$ cat config.mk
export PLATFORM = sky130hd
export DESIGN_NAME = aarch64_reloc_patch
export DESIGN_NICKNAME = d
export VERILOG_FILES = /design/src/rtl/core/arp_pkg.sv /design/src/rtl/core/aarch64_reloc_patch.sv
export SDC_FILE = /design/constraint.sdc
export NUM_CORES = 1
export LEC_CHECK = 0
export CAP_MARGIN = 0
export CORE_MARGIN = 5
export CORE_UTILIZATION = 33
export CTS_CLUSTER_DIAMETER = 200
export DETAILED_ROUTE_END_ITERATION = 8
export DONT_BUFFER_PORTS = 1
export PLACE_DENSITY_LB_ADDON = 0.2
export SKIP_CTS_REPAIR_TIMING = 1
export SYNTH_ARGS = -nofsm -noshare
export SYNTH_HDL_FRONTEND = slang
export SYNTH_SLANG_ARGS = --single-unit
$ cat constraint.sdc
create_clock -name i_clk -period 6.1 [get_ports i_clk]
set_input_delay 1.22 -clock i_clk [delete_from_list [all_inputs] [get_ports i_clk]]
set_output_delay 1.22 -clock i_clk [all_outputs]
set_load 0.05 [all_outputs]
$ cat src/rtl/core/arp_pkg.sv
// Package for the AArch64 relocation patch unit: payload types, kind codes, field masks.
`default_nettype none

package arp_pkg;

    // Relocation kinds
    localparam logic [4:0] FN_ABS64     = 5'd0;
    localparam logic [4:0] FN_ABS32     = 5'd1;
    localparam logic [4:0] FN_PREL32    = 5'd2;
    localparam logic [4:0] FN_MOVW_G0   = 5'd3;
    localparam logic [4:0] FN_MOVW_G1   = 5'd4;
    localparam logic [4:0] FN_MOVW_G2   = 5'd5;
    localparam logic [4:0] FN_MOVW_G3   = 5'd6;
    localparam logic [4:0] FN_ADRP      = 5'd7;
    localparam logic [4:0] FN_LO12_S1   = 5'd8;
    localparam logic [4:0] FN_LO12_S16  = 5'd12;
    localparam logic [4:0] FN_CONDBR19  = 5'd13;
    localparam logic [4:0] FN_TSTBR14   = 5'd14;
    localparam logic [4:0] FN_JUMP26    = 5'd15;
    localparam logic [4:0] FN_CALL26    = 5'd16;
    localparam logic [4:0] FN_GOT_PAGE  = 5'd17;
    localparam logic [4:0] FN_GOT_LO12  = 5'd18;
    localparam logic [4:0] FN_COPY      = 5'd19;
    localparam logic [4:0] FN_GLOB_DAT  = 5'd20;
    localparam logic [4:0] FN_TLS_HI12  = 5'd21;
    localparam logic [4:0] FN_TLS_LO12  = 5'd22;
    localparam logic [4:0] FN_RELATIVE  = 5'd23;

    // Write widths
    localparam logic [1:0] WW_NONE = 2'd0;
    localparam logic [1:0] WW_32   = 2'd1;
    localparam logic [1:0] WW_64   = 2'd2;

    // Status codes
    localparam logic [1:0] ST_OK        = 2'd0;
    localparam logic [1:0] ST_OVERFLOW  = 2'd1;
    localparam logic [1:0] ST_UNHANDLED = 2'd2;

    // Configuration register indexes
    localparam int CFG_IDX_W = 8;
    localparam logic [CFG_IDX_W-1:0] CFG_TLS_BASE = 8'd0;
    localparam logic [CFG_IDX_W-1:0] CFG_TCB_BIAS = 8'd1;
    localparam logic [11:0] TCB_BIAS_RESET = 12'd16;

    // Bits of the instruction word kept by each field insert
    localparam logic [31:0] MOVW_KEEP  = 32'hffe0001f;
    localparam logic [31:0] ADRP_KEEP  = 32'h9f00001f;
    localparam logic [31:0] LO12_KEEP  = 32'hffc003ff;
    localparam logic [31:0] COND_KEEP  = 32'hff00001f;
    localparam logic [31:0] TST_KEEP   = 32'hfff8001f;
    localparam logic [31:0] GOTLO_KEEP = 32'hfff803ff;
    localparam logic [31:0] B_OPCODE   = 32'h14000000;
    localparam logic [31:0] BL_BIT     = 32'h80000000;

    typedef struct packed {
        logic [4:0]  func;
        logic [63:0] old_content;
        logic [63:0] place_addr;
        logic [63:0] sym_value;
        logic [63:0] addend;
        logic [63:0] got_entry_addr;
    } t_reloc_in;

    typedef struct packed {
        logic [63:0] new_content;
        logic [1:0]  write_width;
        logic [1:0]  status;
    } t_reloc_out;

endpackage

`default_nettype wire

$ cat src/rtl/core/aarch64_reloc_patch.sv
// Top level of the AArch64 relocation patch unit: three-stage pipeline.
`default_nettype none

// One relocation enters per clock whenever i_start is high; o_busy is never
// asserted. Each transfer's result appears on o_result with o_done high for a
// single cycle, in order, once it has passed the stage 1, 2 and 3 registers. Stage 1
// forms the wide differences (S-P, page delta, S-A or old+S, TLS offset),
// stage 2 does the range checks and the narrow adds, stage 3 assembles the
// patched word into the output register. Configuration writes are always
// ready and must only be issued while no item is in flight.
module aarch64_reloc_patch (
    input  wire                           i_clk,
    input  wire                           i_rst_n,
    input  wire                           i_start,
    output logic                          o_busy,
    input  arp_pkg::t_reloc_in            i_item,
    output logic                          o_done,
    output arp_pkg::t_reloc_out           o_result,
    input  wire                           i_cfg_valid,
    output logic                          o_cfg_ready,
    input  wire [arp_pkg::CFG_IDX_W-1:0]  i_cfg_index,
    input  wire [63:0]                    i_cfg_data
);

    // configuration
    logic [63:0] r_tls_base;
    logic [11:0] r_tcb_bias;

    assign o_cfg_ready = 1'b1;
    assign o_busy      = 1'b0;

    always_ff @(posedge i_clk) begin
        if (!i_rst_n) begin
            r_tls_base <= '0;
            r_tcb_bias <= arp_pkg::TCB_BIAS_RESET;
        end else if (i_cfg_valid && o_cfg_ready) begin
            if (i_cfg_index == arp_pkg::CFG_TLS_BASE) begin
                r_tls_base <= i_cfg_data;
            end else if (i_cfg_index == arp_pkg::CFG_TCB_BIAS) begin
                r_tcb_bias <= i_cfg_data[11:0];
            end
        end
    end

    // ---------------- stage 1: wide differences ----------------
    logic        r1_v;
    logic [4:0]  r1_func;
    logic [31:0] r1_insn;
    logic [63:0] r1_s;
    logic [63:0] r1_d;
    logic [63:0] r1_poff;
    logic [63:0] r1_res64;
    logic [23:0] r1_tp;
    logic [8:0]  r1_got_lo;

    logic [63:0] n1_target;
    logic [63:0] n1_sum;
    logic [63:0] n1_diff;

    always_comb begin
        n1_target = (i_item.func == arp_pkg::FN_GOT_PAGE) ? i_item.got_entry_addr
                                                           : i_item.sym_value;
        n1_sum    = i_item.old_content + i_item.sym_value;
        n1_diff   = i_item.sym_value - i_item.addend;
    end

    always_ff @(posedge i_clk) begin
        if (!i_rst_n) begin
            r1_v <= 1'b0;
        end else begin
            r1_v <= i_start && !o_busy;
        end
    end

    always_ff @(posedge i_clk) begin
        r1_func   <= i_item.func;
        r1_insn   <= i_item.old_content[31:0];
        r1_s      <= i_item.sym_value;
        r1_d      <= i_item.sym_value - i_item.place_addr;
        r1_poff   <= {12'd0, n1_target[63:12]} - {12'd0, i_item.place_addr[63:12]};
        r1_res64  <= (i_item.func == arp_pkg::FN_ABS64) ? n1_sum : n1_diff;
        r1_tp     <= i_item.sym_value[23:0] - r_tls_base[23:0];
        r1_got_lo <= i_item.got_entry_addr[11:3];
    end

    // ---------------- stage 2: range checks, narrow adds ----------------
    logic        r2_v;
    logic [4:0]  r2_func;
    logic [31:0] r2_insn;
    logic [63:0] r2_res64;
    logic [31:0] r2_add32;
    logic [15:0] r2_imm16;
    logic [11:0] r2_lo12;
    logic [20:0] r2_page;
    logic [25:0] r2_dbr;
    logic [8:0]  r2_got_lo;
    logic [23:0] r2_tp;
    logic        r2_ovf;

    logic [15:0] n2_imm16;
    logic [2:0]  n2_scale;
    logic [4:0]  n2_scale_full;
    logic        n2_ovf;
    logic        n2_aligned;

    // true when the bits from lo upward are a sign extension
    function automatic logic sext_ok(input logic [63:0] x, input int lo);
        logic [63:0] hi;
        hi = x >> lo;
        return (hi == '0) || (hi == ({64{1'b1}} >> lo));
    endfunction

    always_comb begin
        n2_scale_full = r1_func - arp_pkg::FN_LO12_S1;
        n2_scale      = n2_scale_full[2:0];
        n2_aligned    = (r1_d[1:0] == 2'b00);
        case (r1_func)
            arp_pkg::FN_MOVW_G0: n2_imm16 = r1_s[15:0];
            arp_pkg::FN_MOVW_G1: n2_imm16 = r1_s[31:16];
            arp_pkg::FN_MOVW_G2: n2_imm16 = r1_s[47:32];
            default:             n2_imm16 = r1_s[63:48];
        endcase
        case (r1_func) inside
            arp_pkg::FN_ADRP, arp_pkg::FN_GOT_PAGE: n2_ovf = !sext_ok(r1_poff, 20);
            arp_pkg::FN_CONDBR19: n2_ovf = !(n2_aligned && sext_ok(r1_d, 20));
            arp_pkg::FN_TSTBR14:  n2_ovf = !(n2_aligned && sext_ok(r1_d, 15));
            arp_pkg::FN_JUMP26, arp_pkg::FN_CALL26:
                                  n2_ovf = !(n2_aligned && sext_ok(r1_d, 27));
            default:              n2_ovf = 1'b0;
        endcase
    end

    always_ff @(posedge i_clk) begin
        if (!i_rst_n) begin
            r2_v <= 1'b0;
        end else begin
            r2_v <= r1_v;
        end
    end

    always_ff @(posedge i_clk) begin
        r2_func   <= r1_func;
        r2_insn   <= r1_insn;
        r2_res64  <= r1_res64;
        r2_add32  <= r1_insn + ((r1_func == arp_pkg::FN_PREL32) ? r1_d[31:0] : r1_s[31:0]);
        r2_imm16  <= n2_imm16;
        r2_lo12   <= r1_s[11:0] >> n2_scale;
        r2_page   <= r1_poff[20:0];
        r2_dbr    <= r1_d[27:2];
        r2_got_lo <= r1_got_lo;
        r2_tp     <= r1_tp + {12'd0, r_tcb_bias};
        r2_ovf    <= n2_ovf;
    end

    // ---------------- stage 3: assemble result ----------------
    logic        r3_v;
    arp_pkg::t_reloc_out r3_res;
    arp_pkg::t_reloc_out n3_res;
    logic [31:0] n3_w;
    logic [11:0] n3_tls_imm;

    always_comb begin
        n3_tls_imm = (r2_func == arp_pkg::FN_TLS_HI12) ? r2_tp[23:12] : r2_tp[11:0];
        n3_w       = '0;
        n3_res.new_content = '0;
        n3_res.write_width = arp_pkg::WW_32;
        n3_res.status      = r2_ovf ? arp_pkg::ST_OVERFLOW : arp_pkg::ST_OK;
        case (r2_func) inside
            arp_pkg::FN_ABS64, arp_pkg::FN_GLOB_DAT: begin
                n3_res.write_width = arp_pkg::WW_64;
            end
            arp_pkg::FN_ABS32, arp_pkg::FN_PREL32: begin
                n3_w = r2_add32;
            end
            [arp_pkg::FN_MOVW_G0:arp_pkg::FN_MOVW_G3]: begin
                n3_w = (r2_insn & arp_pkg::MOVW_KEEP) | {11'd0, r2_imm16, 5'd0};
            end
            arp_pkg::FN_ADRP, arp_pkg::FN_GOT_PAGE: begin
                n3_w = (r2_insn & arp_pkg::ADRP_KEEP)
                     | {1'b0, r2_page[1:0], 5'd0, r2_page[20:2], 5'd0};
            end
            [arp_pkg::FN_LO12_S1:arp_pkg::FN_LO12_S16]: begin
                n3_w = (r2_insn & arp_pkg::LO12_KEEP) | {10'd0, r2_lo12, 10'd0};
            end
            arp_pkg::FN_CONDBR19: begin
                n3_w = (r2_insn & arp_pkg::COND_KEEP) | {8'd0, r2_dbr[18:0], 5'd0};
            end
            arp_pkg::FN_TSTBR14: begin
                n3_w = (r2_insn & arp_pkg::TST_KEEP) | {13'd0, r2_dbr[13:0], 5'd0};
            end
            arp_pkg::FN_JUMP26, arp_pkg::FN_CALL26: begin
                n3_w = arp_pkg::B_OPCODE | {6'd0, r2_dbr}
                     | ((r2_func == arp_pkg::FN_CALL26) ? arp_pkg::BL_BIT : 32'd0);
            end
            arp_pkg::FN_GOT_LO12: begin
                n3_w = (r2_insn & arp_pkg::GOTLO_KEEP) | {13'd0, r2_got_lo, 10'd0};
            end
            arp_pkg::FN_TLS_HI12, arp_pkg::FN_TLS_LO12: begin
                n3_w = (r2_insn & arp_pkg::LO12_KEEP) | {10'd0, n3_tls_imm, 10'd0};
            end
            arp_pkg::FN_COPY, arp_pkg::FN_RELATIVE: begin
                n3_res.write_width = arp_pkg::WW_NONE;
            end
            default: begin
                n3_res.write_width = arp_pkg::WW_NONE;
                n3_res.status      = arp_pkg::ST_UNHANDLED;
            end
        endcase
        if (n3_res.write_width == arp_pkg::WW_64) begin
            n3_res.new_content = r2_res64;
        end else if (n3_res.write_width == arp_pkg::WW_32) begin
            n3_res.new_content = {32'd0, n3_w};
        end
    end

    always_ff @(posedge i_clk) begin
        if (!i_rst_n) begin
            r3_v <= 1'b0;
        end else begin
            r3_v <= r2_v;
        end
    end

    always_ff @(posedge i_clk) begin
        r3_res <= n3_res;
    end

    assign o_done   = r3_v;
    assign o_result = r3_res;

    // ---------------- assertions ----------------
    a_latency: assert property (@(posedge i_clk) disable iff (!i_rst_n)
        (i_start && !o_busy) |=> ##1 r2_v ##1 o_done)
        else $error("accepted transfer did not complete after three cycles");

    a_no_ghost: assert property (@(posedge i_clk) disable iff (!i_rst_n)
        o_done |-> $past(r2_v))
        else $error("result strobe without an item in flight");

    a_unhandled: assert property (@(posedge i_clk) disable iff (!i_rst_n)
        (o_done && o_result.status == arp_pkg::ST_UNHANDLED)
            |-> (o_result.write_width == arp_pkg::WW_NONE && o_result.new_content == '0))
        else $error("unhandled kind produced a write");

    a_word_upper: assert property (@(posedge i_clk) disable iff (!i_rst_n)
        (o_done && o_result.write_width == arp_pkg::WW_32)
            |-> (o_result.new_content[63:32] == 32'd0))
        else $error("32-bit write with nonzero upper half");

endmodule

`default_nettype wire

Word level (Yosys, flattened, before mapping)
Cells that the tools add are included.

Word-level logic and storage cells: 156. Output and inout port bits: 71. Bits in registers: 664. Bits in writable memories: 0. Bits of input ports: 401. Bits in read-only memories: 0. Memories kept: 0. Latch bits: 0.

Eq/ne operators: 32. $lt $le $gt $ge: 4. Reduce and logical (&&, ||, !) cells: 31. Divide/modulo/power cells: 0. Multiply operators: 0. Add/sub/neg operators: 8. Mux-type cells: 44. Shift operators: 1. Bitwise operators: 9.

Operator list (number): 32-bit 2-to-1 mux (13); 64-bit zero test (4); 64-bit 2-to-1 mux (3); 64-bit subtractor (2); 44-bit equality test (second input constant) (2); 64-bit adder (1); 32-bit by 19-bit bitwise OR with 32-bit output (2); 32-bit by 22-bit bitwise OR with 32-bit output (2); 5-bit equality test (second input constant) (11); 52-bit by 52-bit subtractor with 53-bit output (1); 49-bit equality test (second input constant) (1); 16-bit case mux with 3 select lines (1); 37-bit equality test (second input constant) (1); 32-bit adder (1); 29-bit by 32-bit bitwise OR with 32-bit output (1); 32-bit by 21-bit bitwise OR with 32-bit output (1); 32-bit by 24-bit bitwise OR with 32-bit output (1); 32-bit by 31-bit bitwise OR with 32-bit output (1); 5-bit by 4-bit equality test with 1-bit output (second input constant) (6); 24-bit by 12-bit adder with 24-bit output (1); 2-bit 2-to-1 mux (12); 24-bit subtractor (1); 5-bit by 3-bit equality test with 1-bit output (second input constant) (4); 2-bit OR reduction (8); 22 further kinds (48).

Depth between registers and ports, before layout
Depth in word-level cells: 15. Depth in mapped cells: 25. Mapped depth without buffers: 23.

Worst setup path after synthesis
No wires, ideal clock.

Path kind: input to register. From: input port i_item[73] (netlist name). To: register r1_res64[63]. Cell stages on the path: 19. Setup slack: 0.246 ns. Required time: 5.979 ns. Setup time: 0.121 ns. Arrival time: 5.733 ns. Buffers on the path: 1. Cells stage by stage: or4_4 -> or4_4 -> buf_6 -> nor3_1 -> nand2b_1 -> nor4_1 -> xor2_1 -> a21oi_1 -> ha_1 -> nand4_1 -> or4_1 -> o2111a_1 -> a21boi_1 -> o41ai_1 -> nand3_1 -> o21ai_1 -> a211o_1 -> a21oi_1 -> xnor2_1.

Cells in the longest elaborated chain, start to end: 2.

RTL lines: from (decl) (line aarch64_reloc_patch.sv:16) `input arp_pkg::t_reloc_in i_item,`; 64-bit subtractor (line aarch64_reloc_patch.sv:64) `n1_diff = i_item.sym_value - i_item.addend;`; 64-bit 2-to-1 mux (line aarch64_reloc_patch.sv:81) `r1_res64 <= (i_item.func == arp_pkg::FN_ABS64) ? n1_sum : n1_diff;`; to (signal assigned) (line aarch64_reloc_patch.sv:81); to (decl) (line aarch64_reloc_patch.sv:52) `logic [63:0] r1_res64;`.

Every way passes these cells. A chain may end at the register's enable or synchronous reset.

Worst setup path after layout
From: input port i_item[73] (netlist name). To: register r1_res64[62].

Same word-level chain as after synthesis.

==> key figures <==
Run
  • Number of maximum-capacitance violations: 0

Routing
  • Router iterations before antenna repair: 9
  • Number of DRC markers in iteration 0: 1,733
  • Per-cell via count in the routed design: 5.23
  • Detail Route Antenna Nets: 0
  • Final routed wire length divided by cell count: 24.8 um
  • Via Count: 26,684
  • Residual DRC count: 2
  • Routed WL: 127,000 um

Yosys
  • Adder-cell share of the synthesized area: 0.102
  • Most instantiated cells after synthesis: 655 x sky130_fd_sc_hd__dfxtp_1, 341 x sky130_fd_sc_hd__a21oi_1, 259 x sky130_fd_sc_hd__ha_1, 259 x sky130_fd_sc_hd__nor2_1, 229 x sky130_fd_sc_hd__nand2_1
  • Post-synth EDFFs: 0
  • Synth Area in Compound Gates: 0.185
  • Largest cells by area after synthesis: sky130_fd_sc_hd__dfxtp_1 40%, sky130_fd_sc_hd__ha_1 9.8%, sky130_fd_sc_hd__a21oi_1 5.2%
  • Main combinational cell family by area after synthesis: compound AO/OA/AOI/OAI gates
  • Sequential-to-total area share from yosys stat: 0.397
  • Number of standard cells after synthesis: 3,627
  • Number of storage elements in the synthesis netlist: 655
  • Fraction of the mapped netlist area in simple logic gates: 0.155
  • Dominant cell type by area after synthesis: sky130_fd_sc_hd__dfxtp_1
  • Primary FF master, synth: sky130_fd_sc_hd__dfxtp_1
  • Post-Syn Nets: 4,293
  • Fraction of synthesis flops using an asynchronous set or reset pin: 0
  • Area share of the largest cell type after synthesis: 0.397
  • Number of warning messages in the yosys log: 0
  • Post-synthesis instance area: 33,100 sq um
  • Multiplexer fraction of the synthesized cell area: 0.0482
  • Post-Syn Area per Cell: 9.11 sq um
  • Distinct cells, synth: 88
  • Most frequent cell after synthesis: sky130_fd_sc_hd__dfxtp_1
  • Post-Synth XOR/XNOR Area: 0.0787

Place
  • Post-DP Area: 35,400 sq um
  • Quantity of I/O buffers inserted on ports: 0
  • Post-detail-place hpwl: 103,000 um
  • Final weighted congestion in routability-driven placement: 0.943

Pwr
  • Worst IR Drop VDD: 182 uV
  • Leakage Power: 16.2 nW
  • Total power divided by cell area: 324 nW/um^2

STA
  • Slew at the pin with the worst max-slew slack: 1.17 ns
  • Maximum clock skew at final layout: 0.0315 ns
  • Minimum clock period: 5.69 ns
  • Slew headroom: 0.214
  • Final setup violation count: 0
  • Unrepaired setup endpoints after global routing: false
  • Final max-slew violation count: 0
  • Final hold violations: 0
  • Maximum frequency from static timing analysis: 176 MHz
  • Post-route clock period utilization: 0.933

Floorplan
  • Die Ht: 326 um
  • Standard cell core area: 99,700 sq um
  • Starting utilization of the core area: 0.331
  • Row cnt: 116
  • Floorplan die area: 107,000 sq um
  • I/O pin count: 472
  • Die width: 326 um

Setup path
  • Critical Path, Cell by Cell: or4_4, or4_4, nor3_1, buf_4, nand2b_1, buf_4, nor2_1, xor2_1, a21oi_1, ha_1, nand2_1, nor2_1, nand4_1, or4_1, a311oi_1, buf_4, o32a_1, a21oi_2, o31ai_1, buf_4, o31ai_2, o31a_1, xnor2_1
  • Slowest CP cell: sky130_fd_sc_hd__or4_1
  • Cell seen most often among critical-path stages: sky130_fd_sc_hd__buf_4
  • Data arrival time of the critical path: 6.20 ns
  • Maximum fanout along the worst path: 4
  • Startpoint types: input pin
  • Critical path type: input pin to register
  • Setup crit end kind: register
  • Peak per-stage delay on the critical path: 0.59 ns
  • Critical path required time: 6.61 ns

Clocking
  • Number of buffers inserted during clock tree synthesis: 76
  • Cell at the root of the clock tree: sky130_fd_sc_hd__clkbuf_16
  • Worst-path clk slew: 0.06 ns
  • CTS tree: built
  • Max Buffers Root-to-Sink: 3
  • Clk sinks: 655
  • Worst-skew pair later-pin latency: 0.65 ns
  • Level count of the clock H-tree: 3

Cells and area
  • Final Cell Area: 38,100 sq um
  • Final core utilization: 0.382
  • Fraction of layout instances using a drive strength above 1: 0.111
  • Count of fill cells added during filler insertion: 10,100
  • Register Area: 13,100 sq um
  • Area Overhead vs Synth: 15.2%
  • Final Net Count: 4,396
  • Area of the multi-input gates: 18,900 sq um

Run status
  • Outcome: complete, but fails checks
  • Violated checks: design-rule violations

GRT
  • Maximum number of pins on one net before global-route repair: 66
  • Wire length of the first global-routing pass: 180,000 um
  • Leftover overflow at the end of global routing: 0
  • Overall routing resource usage: 0.228
  • Initial antenna violation count: 18
  • Vias in the first global route: 26,475

Hold path
  • HP Class: register to register
cells in the final DEF, fill, tap and decap left out, types with 117 or more instances in the layout:
cell                        n
sky130_fd_sc_hd__dfxtp_1  655
sky130_fd_sc_hd__a21oi_1  341
sky130_fd_sc_hd__ha_1     259
sky130_fd_sc_hd__nor2_1   258
sky130_fd_sc_hd__nand2_1  228
sky130_fd_sc_hd__xnor2_1  180
sky130_fd_sc_hd__inv_1    165
sky130_fd_sc_hd__o21ai_0  163
sky130_fd_sc_hd__buf_4    150
sky130_fd_sc_hd__a21o_1   118
sky130_fd_sc_hd__xor2_1   117
cells by family after synthesis:
logic type / Yosys count
flip-flops: 655
adder cells (fa/ha/maj): 265
AND/OR/NAND/NOR: 1017
multiplexers: 148
buffers and inverters: 291
AO/OA/AOI/OAI: 952
other: 2
XOR/XNOR: 297
metrics by stage:
step / cells / power [W] / setup WS (ns) / hold WS (ns) / setup TNS [ns]
6_report: 5102 / 0.0123 / 0.411 / 0.319 / 0
5_1_grt: 5085 / 0.0129 / 0.171 / 0.327 / 0
4_1_cts: 5085 / 0.0125 / 0.257 / 0.319 / 0
3_5_place_dp: 4950 / 0.00760 / -0.400 / 0.312 / -1.39
3_3_place_gp: 4950 / 0.00760 / -0.365 / 0.311 / -1.17
2_1_floorplan: 3627 / 0.00683 / 0.246 / 0.310 / 0
registers in the layout, indices dropped and copies added (netlist names), 9 cells and up:
signal / flops
o_result: 68
r1_d: 64
r1_res64: 64
r1_s: 64
r2_res64: 64
r1_poff: 53
r1_insn: 32
r2_add32: 32
r2_dbr: 26
r1_tp: 24
r2_tp: 24
r_tls_base: 24
r2_insn: 23
r2_page: 21
r2_imm16: 16
r2_lo12: 12
r_tcb_bias: 12
r1_got_lo: 9
r2_got_lo: 9
routing by layer:
| metal | wire length (um) | part of all wire | vias up | track usage |
|---|---|---|---|---|
| li1 | - | - | 13236 | - |
| met1 | 50700 | 0.40 | 12447 | 0.264 |
| met2 | 60000 | 0.47 | 783 | 0.391 |
| met3 | 10100 | 0.080 | 206 | 0.0748 |
| met4 | 5590 | 0.044 | 12 | 0.0891 |
| met5 | 88 | 0.00070 | - | 0 |
worst max-delay path, delay by kind of cell:
family	cells	cell delay, ns
XOR/XNOR	2	0.28
AO/OA/AOI/OAI	7	1.32
buffers and inverters	4	0.63
AND/OR/NAND/NOR	9	2.41
adder cells (fa/ha/maj)	1	0.32
final cells by class:
class	instances	area share
Inverter	165	0.0163
Sequential cell	655	0.344
Clock buffer	104	0.0575
Antenna cell	17	0.00112
Clock inverter	31	0.0121
Multi-Input combinational cell	2681	0.496
Timing Repair Buffer	151	0.0301
Tap cell	1298	0.0427
report_power, final:
part | leakage (nW) | switching [W] | internal, W
clock network | 1.28 | 0.00194 | 0.00288
logic | 9.43 | 0.00115 | 0.000890
registers | 5.50 | 0.000519 | 0.00497
worst paths after layout:
check / startpoint / end / slack [ns] / depth (start not counted)
max: i_item[73] / r1_res64[62]$_DFF_P_ / 0.41 / 23
min: r1_poff[9]$_DFF_P_ / r2_page[9]$_DFF_P_ / 0.32 / 0
max reg2reg: r1_func[2]$_DFF_P_ / r2_add32[30]$_DFF_P_ / 0.83 / 16
min reg2reg: r1_poff[9]$_DFF_P_ / r2_page[9]$_DFF_P_ / 0.32 / 0
Power figures use the tool's default switching activity.
